<file path="src/design/knap_pkg.sv">
`default_nettype none
package knap_pkg;
  localparam int MAX_POINTS = 1024;
  localparam int MAX_K = 16;
  localparam int IDX_W = $clog2(MAX_POINTS);
  localparam int CNT_W = $clog2(MAX_POINTS + 1);
  localparam int KW = $clog2(MAX_K + 1);
  localparam int CW = 31;
  localparam int DW = 63;
  localparam int NQW = 5;

  localparam logic [1:0] OP_LOAD = 2'd0;
  localparam logic [1:0] OP_QUERY = 2'd1;
  localparam logic [1:0] OP_DEACT = 2'd2;
  localparam logic [1:0] OP_ACT = 2'd3;

  localparam logic [2:0] ST_OK = 3'd0;
  localparam logic [2:0] ST_SAME = 3'd1;
  localparam logic [2:0] ST_NOT_FOUND = 3'd2;
  localparam logic [2:0] ST_NONE = 3'd3;
  localparam logic [2:0] ST_FULL = 3'd4;

  typedef struct packed {
    logic valid;
    logic [DW-1:0] distance;
    logic [IDX_W-1:0] idx;
  } cand_t;
endpackage
`default_nettype wire

</file>
<file path="src/design/knap_cell.sv">
`default_nettype none
module knap_cell (
  input  wire logic          clk,
  input  wire logic          rst_n,
  input  wire logic          clear,
  input  wire logic          enable,
  input  wire logic          shift,
  input  wire knap_pkg::cand_t cand,
  input  wire knap_pkg::cand_t prev,
  input  wire logic          prev_takes,
  output      logic          takes,
  output      knap_pkg::cand_t held
);
  import knap_pkg::*;
  cand_t held_r, held_nxt;
  always_comb begin
    takes = cand.valid && (!held_r.valid || cand.distance < held_r.distance);
    held_nxt = held_r;
    if (shift) begin
      held_nxt = prev;
    end else if (enable && takes) begin
      held_nxt = prev_takes ? prev : cand;
    end
  end
  always_ff @(posedge clk) begin
    if (!rst_n || clear) begin
      held_r.valid <= 1'b0;
    end else begin
      held_r.valid <= held_nxt.valid;
    end
    held_r.distance <= held_nxt.distance;
    held_r.idx <= held_nxt.idx;
  end
  assign held = held_r;
endmodule
`default_nettype wire

</file>
<file path="config.mk">
export PLATFORM = sky130hd
export DESIGN_NAME = knap_cell
export DESIGN_NICKNAME = d
export VERILOG_FILES = /design/src/design/knap_pkg.sv /design/src/design/knap_cell.sv
export SDC_FILE = /design/constraint.sdc
export NUM_CORES = 1
export LEC_CHECK = 0
export ABC_AREA = 1
export BUFFER_PORTS_ARGS = -buffer_cell sky130_fd_sc_hd__buf_2
export CORE_UTILIZATION = 40
export CTS_BUF_LIST = sky130_fd_sc_hd__clkbuf_16
export CTS_CLUSTER_DIAMETER = 200
export CTS_CLUSTER_SIZE = 30
export DETAILED_ROUTE_END_ITERATION = 7
export GPL_ROUTABILITY_DRIVEN = 0
export PLACE_DENSITY = 0.7
export SYNTH_ARGS = -nofsm -noshare
export SYNTH_HDL_FRONTEND = slang
export SYNTH_SLANG_ARGS = --single-unit
</file>
<file path="constraint.sdc">
create_clock -name clk -period 3.2 [get_ports clk]
set_clock_uncertainty 0.15 [all_clocks]
set_input_delay 0.32 -clock clk [delete_from_list [all_inputs] [get_ports clk]]
set_output_delay 0.32 -clock clk [all_outputs]
set_load 0.02 [all_outputs]
</file>
==> metrics.yaml <==
placed_design:
  port_buffers: 228
  hpwl_mm: 9.655
die:
  fp.coreArea_um2: 11960
  die_w_um: 112.7
  start_util: 0.4101
  die_y_um: 112.7
  std_cell_rows: 40
  ios: 229
  dieArea_um2: 12710
clocking:
  clk_latency_ns: 0.33
  cts_tree: "yes"
  cts_hold_buf: 0
  numCtsBuffers: 9
  post-cts-setup-buffers: 0
  clock-root-buffer: "clkbuf_16"
  htreeDepth: 3
  clock_path_buffers: 2
  cts_resized: 0
  clk_pin_slew_ns: 0.05
  clock-sinks: 74
synth:
  synth_cell_type_count: 27
  ys_seq_elements: 74
  yosys.area.top_type: "edfxtp_1"
  synth_nets: 669
  syn_inst: 453
  synthesis.area_um2: 4906
  yosys-top-cells-area: "edfxtp_1, ha_1, mux2_1"
  yosysTopAreaCellShare: 0.4468
  ys_warn_count: 0
  syn_area_per_cell_um2: 10.83
  yosysSeqAreaShare: 0.4509
global_routing:
  grt-ovfl-total: 0
  grt_pass1_wl_mm: 19.00
  grt_pass1_vias: 4239
  gr-usage-all-layers: 0.1907
  antenna_found_initial: 0
  grt_max_degree: 33
final_layout:
  antenna_cells: 0
  final_util: 0.5453
  fin_nets: 905
  area_growth_pct: 32.95
  drive_above_1_share: 0.4366
  largest_reg_flops: 74
timing:
  drv_slew: 0
  fin_tns_setup_ns: 0
  setup_viol: 0
  post-route-min-period_ns: 2.617
  max_clock_freq_ghz: 0.3821
  rsz0062_at_grt: "false"
  finalCritPeriodShare: 0.8179
  tightest_slew_ns: 0.3976
  max_slew_margin: 0.7343
  finalHoldViolCount: 0
job:
  maxCapViolations: 0
drt:
  vias: 3985
  avgRoutedWirePerCell_um: 13.90
  via_per_inst: 4.738
  routed_wl_mm: 11.69
  drc_errors: 0
  drt-initial-drc-count: 79
  detail-route-antenna-nets: 0
  firstDrtPassIters: 4
power_and_ir_drop:
  p_leak_nw: 3.359
  combPwrFrac: 0.248
  switchingPower_w: 0.0008026
  vdd_drop_max_uv: 249.8
  p_clk_frac: 0.317
  power.internal_w: 0.001974
  switching_share: 0.2891
  powerDensity_nw_per_um2: 425.7
  power_frac_seq: 0.434
setup_path:
  required_ns: 2.73
  worstSetupEndpointType: "output port"
  cp.arrival_ns: 2.15
  cp-start-kind: "flip-flop"
  reg2regPathDepth: 16
  path_max_fanout: 3
  crit_type: "flip-flop to output port"
status:
  status: "complete, no violations"
worst_hold_path:
  holdPathStages: 3
  hp-class: "input pin to flip-flop"
## final timing paths
kind | startpoint | end | slack, ns
max | held[40] | takes | 0.58
min | clear | held[73] | 0.11
max reg2reg | held[40] | held[18] | 0.59
min reg2reg | held[73] | held[73] | 0.57
## per-layer routing
layer  routed length [um]  vias up  track usage
met5                    0        -            0
met4                  102        0      0.04356
met3                  901       10      0.05624
met2                 6133      159       0.3597
met1                 4551     1803       0.2095
li1                     -     2013            -
## synthesized netlist by cell type
master,number
o21ai_0,2
nand2_1,72
inv_1,85
buf_4,3
a21oi_2,1
nor2_1,11
dfxtp_1,1
edfxtp_1,73
o21ai_1,4
nand3_2,3
nand3_1,3
a211o_1,1
nor2_4,2
nand4_2,1
nand2_2,7
o21a_1,3
buf_12,1
buf_2,4
nand3b_1,1
nor3_1,2
ha_1,62
mux2_1,36
a21oi_1,27
mux2_2,36
nor2_2,5
nand4_1,4
inv_2,3
## worst max-delay path, stage by stage, from the launching register on
cell      delay (ns)
edfxtp_1        0.41
inv_1           0.08
ha_1            0.24
nand2_2         0.10
nor2_4          0.05
nand2_2         0.08
inv_1           0.04
nand2_1         0.05
nand3_1         0.06
nor2_1          0.15
nand2_1         0.11
nand2_1         0.08
nand2_2         0.06
a21oi_1         0.12
buf_2           0.20
## area by class of cell
type,instances,area [um2]
Timing Repair Buffer,233,1229
Tap cell,147,183.9
Multi-Input combinational cell,283,2313
Fill cell,1066,5439
Inverter,88,330.3
Sequential cell,74,2212
Clock buffer,9,225.2
Clock inverter,7,28.78
## stage by stage
| stage | cell area (um2) | hold WS (ns) | setup slack (ns) | std cells | power [W] |
|---|---|---|---|---|---|
| after floorplan | 4906 | 0.3254 | 0.2599 | 453 | 0.001645 |
| after global placement | 6269 | 0.4368 | 0.4758 | 825 | 0.001898 |
| after detailed placement | 6269 | 0.4445 | 0.4712 | 825 | 0.001922 |
| after CTS | 6523 | 0.09553 | 0.4873 | 841 | 0.002820 |
| after global routing | 6523 | 0.1021 | 0.3340 | 841 | 0.002935 |
| final | 6523 | 0.1089 | 0.5828 | 841 | 0.002777 |
## cells in the final DEF, fill, tap and decap left out, types with 4 or more instances in the layout
master	netlist	final
nand2_2	7	6
clkbuf_16	0	9
nor2_1	11	10
mux2_2	36	36
nand4_1	4	4
o21ai_1	4	4
nand2_1	72	72
mux2_1	36	36
buf_2	4	228
nor2_2	5	5
ha_1	62	62
edfxtp_1	73	73
a21oi_1	27	27
inv_1	85	87
buf_12	1	4
## power by group through the flow
| stage | Clock [W] | Combinational, W | Sequential, W |
|---|---|---|---|
| 3_3_place_gp | 0 | 0.000675 | 0.00122 |
| 5_1_grt | 0.000950 | 0.000770 | 0.00122 |
| 2_1_floorplan | 0 | 0.000316 | 0.00133 |
| 6_report | 0.000881 | 0.000689 | 0.00121 |
| 3_5_place_dp | 0 | 0.000696 | 0.00123 |
| 4_1_cts | 0.000912 | 0.000701 | 0.00121 |
## cells by family (layout without fill, tap and decap cells)
kind of cell,Yosys count,count (layout),share of synthesized area
AOI/OAI and AO/OA,38,38,0.04183
DFF,74,74,0.4509
adders and majority gates,62,62,0.1581
muxes,72,72,0.1653
buffers and inverters,96,337,0.08008
and+or+nand+nor,111,111,0.1038
Note: power is estimated with default switching activity, not from simulation.
