`src/design/knap_ram.sv`:
```
`default_nettype none
module knap_ram #(
  parameter int WIDTH = 8,
  parameter int DEPTH = 16
) (
  input  wire logic                     clk,
  input  wire logic                     we,
  input  wire logic [$clog2(DEPTH)-1:0] waddr,
  input  wire logic [WIDTH-1:0]         wdata,
  input  wire logic [$clog2(DEPTH)-1:0] raddr,
  output      logic [WIDTH-1:0]         rdata
);
  logic [WIDTH-1:0] mem [DEPTH];
  always_ff @(posedge clk) begin
    if (we) begin
      mem[waddr] <= wdata;
    end
    rdata <= mem[raddr];
  end
endmodule
`default_nettype wire

```
`config.mk`:
```
export PLATFORM = sky130hd
export DESIGN_NAME = knap_ram
export DESIGN_NICKNAME = d
export VERILOG_FILES = /design/src/design/knap_ram.sv
export SDC_FILE = /design/constraint.sdc
export NUM_CORES = 1
export LEC_CHECK = 0
export BUFFER_PORTS_ARGS = -buffer_cell sky130_fd_sc_hd__buf_2
export CORE_UTILIZATION = 40
export DETAILED_ROUTE_END_ITERATION = 10
export PLACE_DENSITY = 0.66
export SYNTH_ARGS = -nofsm -noshare
export SYNTH_HDL_FRONTEND = slang
export SYNTH_SLANG_ARGS = --single-unit
```
`constraint.sdc`:
```
create_clock -name clk -period 2.9 [get_ports clk]
set_input_delay 0.29 -clock clk [delete_from_list [all_inputs] [get_ports clk]]
set_output_delay 0.29 -clock clk [all_outputs]
set_load 0.03 [all_outputs]
```
==> flow_summary.rst <==
.. list-table::
   :header-rows: 1

   * - Metric
     - Value
   * - Final period utilization
     - ~53%
   * - #FFs+latches synth
     - 136
   * - TritonCTS clock tree
     - built
   * - Standby leakage power
     - around 2 nW
   * - Number of DRC violations after detailed-routing iteration 0
     - approximately 170
   * - Die Area
     - between 10000 and 15000 um^2
   * - Cell types occupying the most area after synthesis
     - sky130_fd_sc_hd__edfxtp_1, sky130_fd_sc_hd__mux4_2, sky130_fd_sc_hd__mux4_1, sky130_fd_sc_hd__dfxtp_1, sky130_fd_sc_hd__a22oi_1
   * - Post-cts gate resize count
     - 0
   * - Dominant register cell in the synthesized netlist
     - sky130_fd_sc_hd__edfxtp_1
   * - Number of antenna violations at the first check in global routing
     - 0
   * - Clock tree buffer depth
     - 2
   * - Post-synth EDFFs
     - roughly 130
   * - Largest fanout of any net on the critical path
     - 20
   * - Overall power consumption
     - 4.67 mW
   * - Area share of the largest cell type after synthesis
     - about three quarters
   * - Slowest cell on the critical path
     - sky130_fd_sc_hd__mux4_1
   * - Most instantiated cells after synthesis
     - sky130_fd_sc_hd__edfxtp_1, sky130_fd_sc_hd__mux4_2, sky130_fd_sc_hd__a22oi_1
   * - I/O pin count
     - 26
   * - Utilization of the core after routing
     - about half
   * - Post-synthesis area per instance
     - roughly 22 um^2
   * - CTS Buf Count
     - 17
   * - CP endpoint kind
     - flop
   * - Status
     - completed
   * - Number of iterations in the first detailed-routing pass
     - 5
   * - RSZ-0062 raised after global routing
     - false
   * - Power density over the cells
     - between 700 and 800 nW/um^2
   * - Required time of the critical path
     - 3.18 ns
   * - Area used by multi-input combinational logic
     - around 1100 um^2
   * - Height of the die
     - 115 um
   * - Final weighted congestion in routability-driven placement
     - roughly 0.67
   * - Clk slew on worst S/H paths
     - 0.06 ns
   * - Post-synthesis instance area
     - between 5000 and 6000 um^2
   * - Buffers added on ports
     - 25
   * - Total clock sinks
     - approximately 140
   * - Hold-fix buffer count after cts
     - 0
   * - Cell type with the largest total area after synthesis
     - sky130_fd_sc_hd__edfxtp_1
   * - Endpoints failing hold
     - 0
   * - FFs w/ async S/R, synth
     - 0%
   * - Number of standard cells after synthesis
     - between 200 and 250
   * - H-Tree Level Count
     - 4
   * - Nets
     - 292
   * - Detailed Place HPWL
     - 5.80 mm
   * - DRC violation count after routing
     - 0
   * - Via count of the first global-routing pass
     - between 2000 and 3000
   * - Library cells used by synthesis
     - 19
   * - Global-route wire length before repair
     - roughly 14 mm
   * - Arr. time, crit path
     - roughly 1.8 ns
   * - Standard-cell row count
     - 41
   * - Count of vias placed by the detailed router
     - 2380
   * - Fraction of synthesized area in multiplexers
     - 15.0%
   * - Avg Vias per Cell
     - roughly 5.2
   * - Sum Neg Setup Slack
     - 0 ns
   * - Wirelength, routed
     - 9.28 mm
   * - Root Driver
     - sky130_fd_sc_hd__clkbuf_16
   * - Crit Path Class
     - in -> reg
   * - Highest cell delay on the worst timing path
     - 0.57 ns
   * - Number of filler instances in the final layout
     - 982
   * - Post-synthesis share of cell area spent on full adders, half adders and majority gates
     - 0%
   * - Starting utilization of the core area
     - roughly two fifths
   * - Layout overhead on the synthesized area
     - 19.0%
   * - Class of the worst hold path
     - in -> reg
   * - Core area
     - about 13000 um^2
   * - Endpoints failing setup
     - 0
   * - CP Cell Sequence
     - buf_2, buf_12, mux4_1, a22oi_1, nand2_1
   * - Headroom to the max-slew limit
     - about two fifths
   * - Setup fix buffers added after clock tree synthesis
     - 0
   * - XOR/XNOR share of the synthesized area
     - 0%
   * - Flip-flop and latch area
     - ~4000 um^2
   * - Slew Limit Fails
     - 0
   * - Maximum clock frequency
     - 0.651 GHz
   * - Final clock skew
     - roughly 0.0073 ns
   * - Compound-Gate Fraction of Synth Area
     - 2.33%
   * - Post-Syn Nets
     - roughly 250
   * - Sequential share of the synthesized area
     - 77.8%
   * - Clock insertion delay at the later pin of the skew report
     - approximately 0.4 ns
   * - Minimum period implied by the final worst setup slack
     - ~1.5 ns
   * - Number of violations of the max-capacitance limit
     - 0
   * - Combinational family with the most area after synthesis
     - multiplexers
   * - Worst supply voltage drop on vdd
     - between 0.4 and 0.5 mV
   * - Fraction of final layout cells with drive strength greater than 1
     - just under 30%
   * - Largest net degree at the start of global routing
     - 33
   * - Post-Synth Simple-Gate Area
     - between 3 and 4%
   * - Die Span X
     - around 120 um
   * - Residual overflow from global routing
     - 0
   * - Worst setup SP type
     - primary input
   * - Global-route total usage across every layer
     - about 16%
   * - Routed Antenna Nets
     - 0
   * - Library cell with the highest instance count after synthesis
     - sky130_fd_sc_hd__edfxtp_1
   * - Slew at the pin closest to its max-slew limit
     - 0.915 ns
   * - Yosys warns
     - 0
   * - Antenna Cells
     - 0
   * - Average routed wire per standard cell
     - just over 20 um
[final timing paths]
check                  start         end  slack, ns  cells after the start
setup reg to reg  mem[15][0]    rdata[0]       1.57                      3
hold / removal      wdata[6]  mem[12][6]       0.27                      1
setup / recovery    raddr[0]    rdata[5]       1.36                      5
hold reg to reg    mem[4][0]    rdata[0]       0.68                      3
[stage by stage]
step	setup WS (ns)	area, um^2	hold WS (ns)	std cells
2_1_floorplan	1.12	5150	0.389	229
5_1_grt	1.26	6120	0.265	459
3_3_place_gp	0.925	5500	0.661	427
3_5_place_dp	0.916	5500	0.667	427
6_report	1.36	6120	0.269	459
4_1_cts	1.34	6120	0.257	459
[kinds of logic after synthesis]
logic type	Yosys count
AND/OR/NAND/NOR	35
flip-flops	136
buffers and inverters	10
multiplexers	32
AO/OA/AOI/OAI	16
[worst max-delay path: cells and delay by family]
| family | cells | cell delay, ns |
|---|---|---|
| buf+inv | 2 | 0.61 |
| mux | 1 | 0.57 |
| compound gates | 1 | 0.23 |
| simple gates | 1 | 0.09 |
[metal layers]
| metal | GRT usage, % | wire length (um) | vias to the layer above |
|---|---|---|---|
| met2 | 25.5 | 4740 | 66 |
| met4 | 6.23 | 113 | 0 |
| met5 | 0 | 0 | - |
| met3 | 3.82 | 327 | 9 |
| li1 | - | - | 1067 |
| met1 | 20.4 | 4100 | 1238 |
[layout by cell type (no fill, tap or decap), types with 3 or more instances in the layout]
cell type                    count
sky130_fd_sc_hd__nand2_1         9
sky130_fd_sc_hd__mux4_2         18
sky130_fd_sc_hd__bufinv_16       4
sky130_fd_sc_hd__dfxtp_1         8
sky130_fd_sc_hd__edfxtp_1      128
sky130_fd_sc_hd__buf_2          25
sky130_fd_sc_hd__clkinv_4        4
sky130_fd_sc_hd__nor2_1         13
sky130_fd_sc_hd__nor3_1          4
sky130_fd_sc_hd__clkbuf_16      17
sky130_fd_sc_hd__buf_4          10
sky130_fd_sc_hd__a22oi_1        16
sky130_fd_sc_hd__mux4_1         14
sky130_fd_sc_hd__clkinvlp_4      3
[sequential cells by signal (all words and copies together), names as in the netlist]
register and count:
mem 128, rdata 8
[layout make-up]
class / count / area share [%]
flip-flops and latches: 136 / 65.4
multi-input cells: 83 / 17.3
clock buffers: 19 / 7.07
repair buffers: 36 / 3.60
well taps: 172 / 3.51
clock inverters: 13 / 3.19
[report_power, final]
part	switching, mW	leakage, nW	internal, mW	total [mW]
Sequential	0.0123	1.22	2.20	2.21
Clock	0.792	0.294	1.45	2.24
Combinational	0.133	0.534	0.0837	0.217
Total	0.937	2.05	3.73	4.67
No activity file was read; power rests on OpenSTA's default activity.
