--- src/design/knap_pkg.sv ---
`default_nettype none
package knap_pkg;
  localparam int MAX_POINTS = 1024;
  localparam int MAX_K = 16;
  localparam int IDX_W = $clog2(MAX_POINTS);
  localparam int CNT_W = $clog2(MAX_POINTS + 1);
  localparam int KW = $clog2(MAX_K + 1);
  localparam int CW = 31;
  localparam int DW = 63;
  localparam int NQW = 5;

  localparam logic [1:0] OP_LOAD = 2'd0;
  localparam logic [1:0] OP_QUERY = 2'd1;
  localparam logic [1:0] OP_DEACT = 2'd2;
  localparam logic [1:0] OP_ACT = 2'd3;

  localparam logic [2:0] ST_OK = 3'd0;
  localparam logic [2:0] ST_SAME = 3'd1;
  localparam logic [2:0] ST_NOT_FOUND = 3'd2;
  localparam logic [2:0] ST_NONE = 3'd3;
  localparam logic [2:0] ST_FULL = 3'd4;

  typedef struct packed {
    logic valid;
    logic [DW-1:0] distance;
    logic [IDX_W-1:0] idx;
  } cand_t;
endpackage
`default_nettype wire

--- src/design/knap_dist.sv ---
`default_nettype none
module knap_dist (
  input  wire logic                    clk,
  input  wire logic                    in_v,
  input  wire logic [knap_pkg::IDX_W-1:0] in_idx,
  input  wire logic [knap_pkg::CW-1:0] px,
  input  wire logic [knap_pkg::CW-1:0] py,
  input  wire logic [knap_pkg::CW-1:0] ox,
  input  wire logic [knap_pkg::CW-1:0] oy,
  input  wire logic                    rst_n,
  output      knap_pkg::cand_t         cand
);
  import knap_pkg::*;
  logic [CW:0] ax_r, ay_r;
  logic [2*CW+1:0] sx_r, sy_r;
  logic v1_r, v2_r, v3_r;
  logic [IDX_W-1:0] i1_r, i2_r, i3_r;
  logic [DW-1:0] d3_r;
  logic signed [CW:0] dx, dy;
  always_comb begin
    dx = $signed({px[CW-1], px}) - $signed({ox[CW-1], ox});
    dy = $signed({py[CW-1], py}) - $signed({oy[CW-1], oy});
  end
  always_ff @(posedge clk) begin
    ax_r <= dx[CW] ? -dx : dx;
    ay_r <= dy[CW] ? -dy : dy;
    sx_r <= ax_r * ax_r;
    sy_r <= ay_r * ay_r;
    d3_r <= DW'(sx_r + sy_r);
    i1_r <= in_idx;
    i2_r <= i1_r;
    i3_r <= i2_r;
    if (!rst_n) begin
      v1_r <= 1'b0;
      v2_r <= 1'b0;
      v3_r <= 1'b0;
    end else begin
      v1_r <= in_v;
      v2_r <= v1_r;
      v3_r <= v2_r;
    end
  end
  assign cand = '{valid: v3_r, distance: d3_r, idx: i3_r};
endmodule
`default_nettype wire

--- config.mk ---
export PLATFORM = sky130hd
export DESIGN_NAME = knap_dist
export DESIGN_NICKNAME = d
export VERILOG_FILES = /design/src/design/knap_pkg.sv /design/src/design/knap_dist.sv
export SDC_FILE = /design/constraint.sdc
export NUM_CORES = 2
export LEC_CHECK = 0
export BUFFER_PORTS_ARGS = -buffer_cell sky130_fd_sc_hd__buf_2
export CAP_MARGIN = 10
export CORE_ASPECT_RATIO = 1.2
export CORE_MARGIN = 2
export CORE_UTILIZATION = 40
export DETAILED_ROUTE_END_ITERATION = 8
export GPL_TIMING_DRIVEN = 0
export PLACE_DENSITY_LB_ADDON = 0.15
export SLEW_MARGIN = 40
export SYNTH_ARGS = -nofsm -noshare
export SYNTH_HDL_FRONTEND = slang
export SYNTH_SLANG_ARGS = --single-unit
--- constraint.sdc ---
create_clock -name clk -period 24.7 [get_ports clk]
set_input_delay 2.47 -clock clk [delete_from_list [all_inputs] [get_ports clk]]
set_output_delay 2.47 -clock clk [all_outputs]
set_load 0.01 [all_outputs]
==> summary.md <==
| Metric | Value |
|---|---|
| Status | completed |
| Fin. max-slew vios | 0 |
| Layout area overhead | 7.40% |
| GRT Overall Usage | between 20% and 30% |
| Number of CTS-inserted buffers | 36 |
| Vias per cell | between 5 and 6 |
| Crit path DAT | 10.82 ns |
| Clock Skews | 0.0414 ns |
| Crit Reg-Reg Startpoint | ax_r[27] |
| CTS clk-pin slew, worst paths | 0.06 ns |
| Cell repeated most along the worst path | fa_1 |
| Fillcell total | approximately 18k |
| Die Area | ~180000 um^2 |
| Top post-synthesis cells by area | fa_1 (45%), ha_1 (12%), inv_1 (11%) |
| Most common cell in the netlist | inv_1 |
| Clk root buf | clkbuf_16 |
| Setup crit end | sx_r[54] |
| CTS tree | built |
| Worst-margin pin slew | approximately 0.98 ns |
| CTS sink cnt | 284 |
| DRC violations left | 0 |
| Clk_lat worst skew | 0.63 ns |
| Post-synth top area share | between 40% and 50% |
| First-pass GRT wire length | ~340000 um |
| Cell depth of the worst setup path | 28 |
| Worst R2R End | sx_r[54] |
| Synth warn | 0 |
| GRT overflow | 0 |
| Final HPWL DP | 187000 um |
| Max_cap viols | 0 |
| WP buf/inv | 7 |
| Routability cong. | 0.953 |
| Final Cycle Share | 41.9% |
| Ys async rst share | 0% |
| Die height | ~470 um |
| Share of cells above drive strength 1 | under 10% |
| Yosys top cell by area | fa_1 |
| Setup TNS | 0 ns |
| # IOs | 211 |
| CTS Hold Buffers Added | 0 |
| Syn nets | 10.1k |
| RSZ-0062 raised after global routing | no |
| Startpoint types | register |
| Unique masters post-synth | 89 |
| Largest net degree at the start of global routing | 14 |
| Longest Clk Path Bufs | 3 |
| CP max-delay cell | dfxtp_1 |
| Syn Inst Count | 7630 |
| 1st-pass router iterations | 6 |
| Fmax | between 90 and 100 MHz |
| Worst Path Class, Setup | register to register |
| Htree depth | 2 |
| Vias in the first global route | roughly 56k |
| Final Hold Viols | 0 |
| Top delay family on crit path | adder cells |
| Die X | about 390 um |
| CP Capture Type | register |
| Hold WC Path Type | register to register |
| Final min period | 10.34 ns |
| Initial DRC count | around 3.1k |
| Total wire length | 221000 um |
| Postcts setup bufs | 0 |
| Syn Std Cell Area | 71400 um^2 |
| Synthesized area per cell | around 9.4 um^2 |
| Crit path largest cell delay | between 0.8 and 0.9 ns |
| Num rows | 169 |
| Slew Limit Headroom | 34.9% |
| # resized after CTS | 0 |
| Number of synthesized flops with an enable pin | 0 |
| Core area | 177000 um^2 |
| Routed len/inst | 21.7 um |
| Port Buffers | 210 |
| R2R cell count | 28 |
| Crit path required time | approximately 25 ns |
| Initial Utilization | about 40% |
| Crit path max fanout | 10 |
| R2r setup slk | 14.36 ns |
| Final setup viols | 0 |
| Register area share after synthesis | 7.97% |
| Post-route ant nets | 0 |
| Setup crit start | ax_r[27] |
| Final nets | 10.3k |
| Initial antenna violation count | 21 |
| FF+latch count, synth | approximately 280 |
| Top FF cell, synth | dfxtp_1 |
| Via count | 51.9k |
| Post-synth top cells | inv_1 (2046), fa_1 (1592), ha_1 (701) |
-- logic make-up after synthesis --
| kind of cell | Yosys count | synth area share (%) |
|---|---|---|
| buffers and inverters | 2300 | 12.1 |
| and+or+nand+nor | 1583 | 11.1 |
| DFF | 284 | 7.97 |
| xor gates and xnor gates | 348 | 4.27 |
| adders and majority gates | 2293 | 57.0 |
| muxes | 9 | 0.132 |
| AOI/OAI and AO/OA | 813 | 7.44 |
-- layer usage --
layer,GRT usage (%),vias up,wire (um)
li1,-,23400,-
met1,32.3,26600,91000
met2,42.1,1526,107000
met3,3.32,437,12500
met4,10.6,2,11200
met5,0,-,13
-- stage by stage --
step                cell area, um^2  util, %  worst slack, ns  hold WS (ns)  cells
global route                  76600     43.3            13.94         0.330  10200
finish                        76600     43.3            14.36         0.323  10200
CTS                           76600     43.3            14.55         0.325  10200
floorplan                     71400        -            16.82         0.310   7630
detailed placement            75400     42.6            14.60         0.312  10200
global placement              75300     42.5            13.70         0.313  10100
-- area by class of cell --
type	instances	area (um^2)	area share, %
Sequential cell	284	5690	7.42
Inverter	2050	7690	10.0
Clock inverter	18	166	0.217
Timing Repair Buffer	212	1070	1.39
Clock buffer	44	981	1.28
Multi-Input combinational cell	5046	57100	74.5
Buffer	250	1060	1.38
Tap cell	2308	2890	3.77
Antenna cell	10	25.0	0.0326
-- placed cells by master (no fill, tap or decap), types with 7 or more instances in the layout --
cell and n:
a211oi_1 24, a21boi_0 9, a21o_1 143, a21oi_1 254, a221oi_1 7, a31o_2 28
a31oi_1 44, and2_1 500, and3_1 32, and4_1 9, buf_2 214, clkbuf_1 160
clkbuf_16 36, clkbuf_2 86, clkinv_2 8, dfxtp_1 283, diode_2 10, fa_1 1592
ha_1 701, inv_1 2046, nand2_1 588, nand2b_1 19, nand3_1 61, nand4_1 45
nor2_1 184, nor2b_1 52, nor3_1 37, nor4_1 8, o211ai_1 12, o21a_1 31
o21ai_0 111, o21ai_1 17, o21bai_1 38, o31ai_1 12, or2_2 13, or3_1 8
xnor2_1 202, xor2_1 146
-- worst min path at each step --
stage / from / depth (start not counted) / end / slack [ns]
2_1_floorplan: i1_r[0] / 0 / i2_r[0] / 0.31
3_3_place_gp: i2_r[6] / 0 / i3_r[6] / 0.31
3_5_place_dp: i1_r[2] / 0 / i2_r[2] / 0.31
4_1_cts: i1_r[2] / 0 / i2_r[2] / 0.33
5_1_grt: i1_r[1] / 0 / i2_r[1] / 0.33
6_report: i1_r[6] / 0 / i2_r[6] / 0.32
-- flip-flops by register name (all words and copies together), names as in the netlist --
signal and cells:
d3_r 63, ax_r 32, v1_r 1, sy_r 62, v2_r 1, v3_r 1, i1_r 10, ay_r 32
i3_r 10, i2_r 10, sx_r 62
Power is left out: the tool's default activity adds up to more than one toggle a clock period on the data nets, which glitch-free logic cannot reach.
